## src/hw/rtl/hashed_timing_wheel_unit_defines.svh

```systemverilog
// Assertion macros shared by the timing wheel RTL.
// Expects signals clk and rst in the scope where a macro is used.
`ifndef HASHED_TIMING_WHEEL_UNIT_DEFINES_SVH
`define HASHED_TIMING_WHEEL_UNIT_DEFINES_SVH

// Same-cycle implication, checked outside reset.
`define HTW_ASSERT_IMPL(label, ante, cons) \
  label: assert property (@(posedge clk) disable iff (rst) (ante) |-> (cons)) \
    else $error("timing wheel check failed");

// Next-cycle implication, checked outside reset.
`define HTW_ASSERT_NEXT(label, ante, cons) \
  label: assert property (@(posedge clk) disable iff (rst) (ante) |=> (cons)) \
    else $error("timing wheel check failed");

`endif

```

## src/hw/rtl/htw_pkg.sv

```systemverilog
// Shared types and constants of the hashed timing wheel.
// No dependencies; used by htw_match and hashed_timing_wheel_unit.
package htw_pkg;

  // SLOTS must be a power of two so that the slot index is a plain mask.
  localparam int SLOTS      = 512;
  localparam int MAX_TIMERS = 64;

  localparam int SLOT_W  = $clog2(SLOTS);
  localparam int DELAY_W = 20;
  localparam int ROUND_W = DELAY_W - SLOT_W;
  localparam int TID_W   = 6;
  localparam int IDX_W   = (MAX_TIMERS > 1) ? $clog2(MAX_TIMERS) : 1;
  localparam int CNT_W   = $clog2(MAX_TIMERS + 1);
  localparam int ENTRY_W = SLOT_W + ROUND_W;

  localparam logic [1:0] MODE_TICK   = 2'd0;
  localparam logic [1:0] MODE_ARM    = 2'd1;
  localparam logic [1:0] MODE_CANCEL = 2'd2;

  localparam logic EV_EXPIRED = 1'b0;
  localparam logic EV_REFUSED = 1'b1;

  typedef struct packed {
    logic               hit;
    logic               fire;
    logic [ROUND_W-1:0] rounds_dec;
  } match_t;

endpackage

```

## src/hw/rtl/htw_ram.sv

```systemverilog
// Generic single-write, single-read RAM with a registered read port.
// No dependencies.
module htw_ram #(
  parameter int WIDTH = 8,
  parameter int DEPTH = 16
) (
  input  logic                                        clk,
  input  logic                                        we,
  input  logic [((DEPTH > 1) ? $clog2(DEPTH) : 1)-1:0] waddr,
  input  logic [WIDTH-1:0]                            wdata,
  input  logic [((DEPTH > 1) ? $clog2(DEPTH) : 1)-1:0] raddr,
  output logic [WIDTH-1:0]                            rdata
);

  logic [WIDTH-1:0] mem [DEPTH];

  always_ff @(posedge clk) begin
    if (we) begin
      mem[waddr] <= wdata;
    end
    rdata <= mem[raddr];
  end

endmodule

```

## src/hw/rtl/htw_match.sv

```systemverilog
// Shared compare unit: checks one timer entry against the current slot.
// Depends on htw_pkg.
module htw_match (
  input  logic [htw_pkg::SLOT_W-1:0]  current_slot,
  input  logic                        armed,
  input  logic [htw_pkg::SLOT_W-1:0]  slot,
  input  logic [htw_pkg::ROUND_W-1:0] rounds,
  output htw_pkg::match_t             result
);

  always_comb begin
    result.hit        = armed && (slot == current_slot);
    result.fire       = (rounds == '0);
    result.rounds_dec = rounds - htw_pkg::ROUND_W'(1);
  end

endmodule

```

## src/hw/rtl/hashed_timing_wheel_unit.sv

```systemverilog
// Hashed timing wheel: a command sequencer over a timer entry RAM.
// Depends on htw_pkg, htw_ram, htw_match and hashed_timing_wheel_unit_defines.svh.
//
// Usage: an item (mode, timer_id, delay_ticks) is taken at a clock edge where
// start is high and busy is low. Each result (event_res, event_id, last) is
// shown for one cycle with strobe high; last marks the final result of an item.
// Arm and cancel keep busy high only in ST_EXEC after the item is taken; an arm
// result, if any, appears in the cycle after that.
// A tick keeps busy high through ST_EXEC, ST_SCAN and ST_FLUSH: the scan reads
// one timer entry per cycle from the single read port of the entry RAM and
// passes it through the shared compare unit. Expiries leave in ascending id
// order, each one held back by one found expiry so that last can be marked;
// the final one appears in the same cycle that busy falls.
// Reset clears the current slot, all armed flags and the sequencer; the entry
// RAM is not cleared, since entries that are not armed are ignored.
// The receiver cannot stall: results are not held.
`include "hashed_timing_wheel_unit_defines.svh"

module hashed_timing_wheel_unit (
  input  logic                        clk,
  input  logic                        rst,
  input  logic                        start,
  output logic                        busy,
  input  logic [1:0]                  mode,
  input  logic [htw_pkg::TID_W-1:0]   timer_id,
  input  logic [htw_pkg::DELAY_W-1:0] delay_ticks,
  output logic                        strobe,
  output logic                        event_res,
  output logic [htw_pkg::TID_W-1:0]   event_id,
  output logic                        last
);

  typedef enum logic [3:0] {
    ST_IDLE  = 4'b0001,
    ST_EXEC  = 4'b0010,
    ST_SCAN  = 4'b0100,
    ST_FLUSH = 4'b1000
  } state_t;

  state_t                        state;
  logic [1:0]                    op_mode;
  logic [htw_pkg::TID_W-1:0]     op_id;
  logic [htw_pkg::DELAY_W-1:0]   op_delay;
  logic [htw_pkg::SLOT_W-1:0]    current_slot;
  logic [htw_pkg::MAX_TIMERS-1:0] armed;
  logic [htw_pkg::CNT_W-1:0]     cnt;
  logic                          chk_valid;
  logic [htw_pkg::TID_W-1:0]     chk_id;
  logic                          pend_valid;
  logic [htw_pkg::TID_W-1:0]     pend_id;

  logic                          id_ok;
  logic [htw_pkg::IDX_W-1:0]     op_idx;
  logic [htw_pkg::IDX_W-1:0]     chk_idx;
  logic                          ram_we;
  logic [htw_pkg::IDX_W-1:0]     ram_waddr;
  logic [htw_pkg::ENTRY_W-1:0]   ram_wdata;
  logic [htw_pkg::ENTRY_W-1:0]   ram_rdata;
  logic [htw_pkg::SLOT_W-1:0]    arm_slot;
  logic [htw_pkg::ROUND_W-1:0]   arm_rounds;
  htw_pkg::match_t               match;

  assign busy    = (state != ST_IDLE);
  assign id_ok   = ({1'b0, op_id} < (htw_pkg::TID_W + 1)'(htw_pkg::MAX_TIMERS));
  assign op_idx  = op_id[htw_pkg::IDX_W-1:0];
  assign chk_idx = chk_id[htw_pkg::IDX_W-1:0];

  assign arm_slot   = current_slot + op_delay[htw_pkg::SLOT_W-1:0];
  assign arm_rounds = op_delay[htw_pkg::DELAY_W-1:htw_pkg::SLOT_W];

  always_comb begin
    ram_we    = 1'b0;
    ram_waddr = op_idx;
    ram_wdata = {arm_slot, arm_rounds};
    if ((state == ST_EXEC) && (op_mode == htw_pkg::MODE_ARM) && id_ok &&
        !armed[op_idx] && (op_delay != '0)) begin
      ram_we = 1'b1;
    end else if ((state == ST_SCAN) && chk_valid && match.hit && !match.fire) begin
      ram_we    = 1'b1;
      ram_waddr = chk_idx;
      ram_wdata = {ram_rdata[htw_pkg::ENTRY_W-1:htw_pkg::ROUND_W], match.rounds_dec};
    end
  end

  htw_ram #(
    .WIDTH (htw_pkg::ENTRY_W),
    .DEPTH (htw_pkg::MAX_TIMERS)
  ) u_entries (
    .clk   (clk),
    .we    (ram_we),
    .waddr (ram_waddr),
    .wdata (ram_wdata),
    .raddr (cnt[htw_pkg::IDX_W-1:0]),
    .rdata (ram_rdata)
  );

  htw_match u_match (
    .current_slot (current_slot),
    .armed        (armed[chk_idx]),
    .slot         (ram_rdata[htw_pkg::ENTRY_W-1:htw_pkg::ROUND_W]),
    .rounds       (ram_rdata[htw_pkg::ROUND_W-1:0]),
    .result       (match)
  );

  always_ff @(posedge clk) begin
    if (rst) begin
      state        <= ST_IDLE;
      current_slot <= '0;
      armed        <= '0;
      cnt          <= '0;
      chk_valid    <= 1'b0;
      pend_valid   <= 1'b0;
      strobe       <= 1'b0;
    end else begin
      strobe <= 1'b0;
      case (state)
        ST_IDLE: begin
          if (start) begin
            op_mode  <= mode;
            op_id    <= timer_id;
            op_delay <= delay_ticks;
            state    <= ST_EXEC;
          end
        end
        ST_EXEC: begin
          state <= ST_IDLE;
          case (op_mode)
            htw_pkg::MODE_TICK: begin
              current_slot <= current_slot + htw_pkg::SLOT_W'(1);
              cnt          <= '0;
              chk_valid    <= 1'b0;
              pend_valid   <= 1'b0;
              state        <= ST_SCAN;
            end
            htw_pkg::MODE_ARM: begin
              if (id_ok) begin
                if (armed[op_idx]) begin
                  strobe    <= 1'b1;
                  event_res <= htw_pkg::EV_REFUSED;
                  event_id  <= op_id;
                  last      <= 1'b1;
                end else if (op_delay == '0) begin
                  strobe    <= 1'b1;
                  event_res <= htw_pkg::EV_EXPIRED;
                  event_id  <= op_id;
                  last      <= 1'b1;
                end else begin
                  armed[op_idx] <= 1'b1;
                end
              end
            end
            htw_pkg::MODE_CANCEL: begin
              if (id_ok) begin
                armed[op_idx] <= 1'b0;
              end
            end
            default: begin
            end
          endcase
        end
        ST_SCAN: begin
          if (chk_valid && match.hit && match.fire) begin
            armed[chk_idx] <= 1'b0;
            if (pend_valid) begin
              strobe    <= 1'b1;
              event_res <= htw_pkg::EV_EXPIRED;
              event_id  <= pend_id;
              last      <= 1'b0;
            end
            pend_id    <= chk_id;
            pend_valid <= 1'b1;
          end
          if (cnt == htw_pkg::CNT_W'(htw_pkg::MAX_TIMERS)) begin
            chk_valid <= 1'b0;
            state     <= ST_FLUSH;
          end else begin
            chk_valid <= 1'b1;
            chk_id    <= htw_pkg::TID_W'(cnt);
            cnt       <= cnt + htw_pkg::CNT_W'(1);
          end
        end
        ST_FLUSH: begin
          if (pend_valid) begin
            strobe    <= 1'b1;
            event_res <= htw_pkg::EV_EXPIRED;
            event_id  <= pend_id;
            last      <= 1'b1;
          end
          pend_valid <= 1'b0;
          state      <= ST_IDLE;
        end
        default: begin
          state <= ST_IDLE;
        end
      endcase
    end
  end

  `HTW_ASSERT_NEXT(a_last_ends_burst, strobe && last, !strobe)
  `HTW_ASSERT_NEXT(a_accept_goes_busy, start && !busy, busy)
  `HTW_ASSERT_IMPL(a_write_in_work, ram_we, (state == ST_EXEC) || (state == ST_SCAN))
  `HTW_ASSERT_IMPL(a_scan_bound, state == ST_SCAN, cnt <= htw_pkg::CNT_W'(htw_pkg::MAX_TIMERS))

endmodule
```

## config.mk

```make
export PLATFORM = sky130hd
export DESIGN_NAME = hashed_timing_wheel_unit
export DESIGN_NICKNAME = d
export VERILOG_FILES = /design/src/hw/rtl/htw_pkg.sv /design/src/hw/rtl/htw_ram.sv /design/src/hw/rtl/htw_match.sv /design/src/hw/rtl/hashed_timing_wheel_unit.sv
export VERILOG_INCLUDE_DIRS = /design/src /design/src/hw/rtl
export SDC_FILE = /design/constraint.sdc
export NUM_CORES = 2
export LEC_CHECK = 0
export ABC_AREA = 1
export BUFFER_PORTS_ARGS = -buffer_cell sky130_fd_sc_hd__buf_2
export CAP_MARGIN = 20
export CORE_MARGIN = 3
export CORE_UTILIZATION = 35
export CTS_CLUSTER_DIAMETER = 120
export CTS_CLUSTER_SIZE = 12
export DETAILED_ROUTE_END_ITERATION = 6
export GPL_ROUTABILITY_DRIVEN = 0
export HOLD_SLACK_MARGIN = 0.12
export REMOVE_ABC_BUFFERS = 1
export SLEW_MARGIN = 20
export SYNTH_ARGS = -nofsm -noshare
export SYNTH_HDL_FRONTEND = slang
export SYNTH_HIERARCHICAL = 1
export SYNTH_SLANG_ARGS = --single-unit
```

## constraint.sdc

```tcl
create_clock -name clk -period 7 [get_ports clk]
set_input_delay 1.05 -clock clk [delete_from_list [all_inputs] [get_ports clk]]
set_output_delay 1.05 -clock clk [all_outputs]
set_load 0.1 [all_outputs]
```

==> flow_summary.toml <==
[outcome]
status = "complete, no violations"

[routing]
avgViaCountPerCell = 5.35
wl_per_cell_um = 22.1
antenna_left = 0
dr.pass1.iters = 6
via_count = 43800
dr_wl_met3_mm = 14.9
wl_met1_mm = 73.9
met2RoutedLength_mm = 85.1
wl_mm = 181
drtIter0Drc = 5485
highest_layer = "met5"
drc = 0

[clocking]
ctsLongestPathBuffers = 3
clk_pin_slew_ps = 60
htree_levels = 4
hold_buffers = 0
clock_sinks = 1435
cts_root_buf = "clkbuf_16"
cts_setup_buffers = 0
clkLatencyLatePin_ps = 780
cts_tree = "built"
numCtsBuffers = 137
cts_resized = 0

[global_routing]
grt_usage_pct = 19.4
first_global_vias = 41200
grt-ovfl-total = 0
grt_max_degree = 192
antenna_found_initial = 5
grt_pass1_wl_mm = 268

[synth]
yosysWarnings = 6
synth-seq-area-share_pct = 67.7
synth_cell_types = 48
syn-instance-count = 5864
ys.flop_type = "edfxtp_1"
async_reset_ff_share_pct = 0
synth_edf_count = 1328
avgSynthCellArea_um2 = 10.6
ys_seq_elements = 1435
syn_area_mm2 = 0.0621

[sta]
setup_viol = 0
post-route-min-period_ps = 6200
skew_ps = 36.8
drv_slew = 0
grt_setup_unrepaired = "no"
fin_ws_ps = 796
clock.fmax_mhz = 161
holdWs_ps = 448
tightest_slew_ps = 1230
hold_viol = 0
min_period_over_period_pct = 88.6
slew_headroom_pct = 17.4

[final_layout]
final_common_cell = "nand2_1"
nNetsFinal = 5862
area_delta_synth_final_pct = 10.7
final_layout_size_suffix_gt1_share_pct = 8.00
mostFrequentLayoutCells = "nand2_1 (1962), edfxtp_1 (1328), nand3_1 (1143), inv_1 (232), clkbuf_16 (138)"

[floorplanning]
fp-row-count = 153
die_h_um = 427
core-area_mm2 = 0.175
initial_core_util_pct = 35.4
io_pins = 41
die_x_um = 427
design.die.area_mm2 = 0.182

[worst_setup_path]
critPathKind = "flop to flop"
crit_chain = "inv_1 > nand3_1 > inv_1 > a22oi_1 > o21ai_0 > nor3_1 > o21ai_0 > nand2_1 > nand2_1 > nor2_1 > nand2_1 > o21ai_0 > nor2_1 > nand2_1 > nor2_1 > nand2_1 > nor3_4 > o21ai_0 > inv_1 > nand3_1 > nor2_2"
critPathBufInv = 3
cp_common_cell = "nand2_1"
slowest_delay_ps = 1080
critical_path.startpoint_type = "flop"
crit_family = "simple AND/OR/NAND/NOR gates"
worst_ep_arrival_time_ps = 6560
critPathSlowestCell = "nor2_2"
crit_fanout = 20
required_ps = 7360
end_kind = "flop"

[placement]
post-dp-hpwl_mm = 109
dpl_worst_slack_ps = 1010
port_buffers = 40

[job]
drv_cap = 0

[pwr]
ir_drop_mv = 0.237
p_per_area_mw_per_mm2 = 239
p_leak_nw = 24.4

[min_path]
hp-class = "input pin to flop"
synth_stat cells (all sizes together) (2+ instances only):
library cell	count	share of area, %
a211oi	2	0.024
buf	277	2.5
a22oi	4	0.048
o22ai	18	0.18
nor3	47	0.51
dfxtp	107	3.5
clkinv	7	0.044
inv	245	1.5
o31ai	2	0.024
nor2	182	1.2
a21oi	86	0.69
nand2	1975	12
nand4	131	1.3
ha	12	0.24
clkbuf	86	0.52
nor3b	2	0.024
nand3	1144	9.2
o221ai	3	0.042
xor2	8	0.11
xnor2	5	0.071
o2111ai	3	0.042
o21ai	107	0.86
nand3b	3	0.036
a32oi	64	0.90
edfxtp	1328	64
nor4	5	0.050
a31oi	3	0.030
cells by family (layout without fill, tap and decap cells):
family	count (synthesis)	after routing	share of synthesized area (%)
AO/OA/AOI/OAI	297	297	2.92
XOR/XNOR	13	13	0.183
adder cells (fa/ha/maj)	13	13	0.274
buffers and inverters	615	600	4.57
flip-flops	1435	1435	67.7
other	0	1	0
AND/OR/NAND/NOR	3491	3491	24.4
metal layers:
| layer | global-route usage, % | vias to the layer above |
|---|---|---|
| li1 | - | 20300 |
| met1 | 25.8 | 21200 |
| met2 | 31.4 | 1897 |
| met3 | 4.06 | 358 |
| met4 | 7.03 | 2 |
| met5 | 0 | - |
per-stage QoR:
step / instances / TNS (ps) / power (mW) / area, um^2 / util (%)
floorplan: 5501 / -731910 / 9.72 / 60200 / -
CTS: 8173 / 0 / 16.6 / 68700 / 39.2
detailed placement: 8003 / 0 / 9.90 / 64900 / 37.0
global route: 8174 / 0 / 16.9 / 68700 / 39.2
finish: 8175 / 0 / 16.5 / 68700 / 39.2
global placement: 8000 / 0 / 9.89 / 64800 / 37.0
flip-flops by register name, summed over array words and instances, names as in the netlist, named ones only:
name / cells
current_slot: 9
op_mode: 2
pend_valid: 1
strobe: 1
cnt: 7
event_res: 1
op_delay: 20
state: 4
u_entries/mem: 1280
chk_id: 6
chk_valid: 1
pend_id: 6
u_entries/rdata: 20
last: 1
op_id: 6
event_id: 6
power breakdown:
group | switching [mW] | internal [mW]
logic | 0.297 | 0.0592
registers | 0.0117 | 9.36
clock network | 3.15 | 3.58
worst reg2reg max path, delay by kind of cell, from the launching register on:
family | cells | cell delay (ps)
simple gates | 13 | 3380
flops | 1 | 540
buf+inv | 3 | 790
compound gates | 5 | 1080
cell type report:
cell class | instances | area (um^2)
timing repair buffer | 178 | 1410
clock inverter | 15 | 294
clock buffer | 155 | 3520
multi-input combinational | 3814 | 17600
sequential | 1435 | 42000
antenna | 1 | 2.50
inverter | 252 | 968
tap | 2325 | 2910
fill | 16600 | 106000
final timing paths:
kind | start | to | slack [ps] | cells after the start
worst max-delay path | chk_id[1] | u_entries/mem[36][19] | 800 | 21
worst min register to register | cnt[6] | cnt[6] | 480 | 2
worst max register to register | chk_id[1] | u_entries/mem[36][19] | 800 | 21
worst min-delay path | delay_ticks[6] | op_delay[6] | 450 | 1
Note: power is estimated with default switching activity, not from simulation.
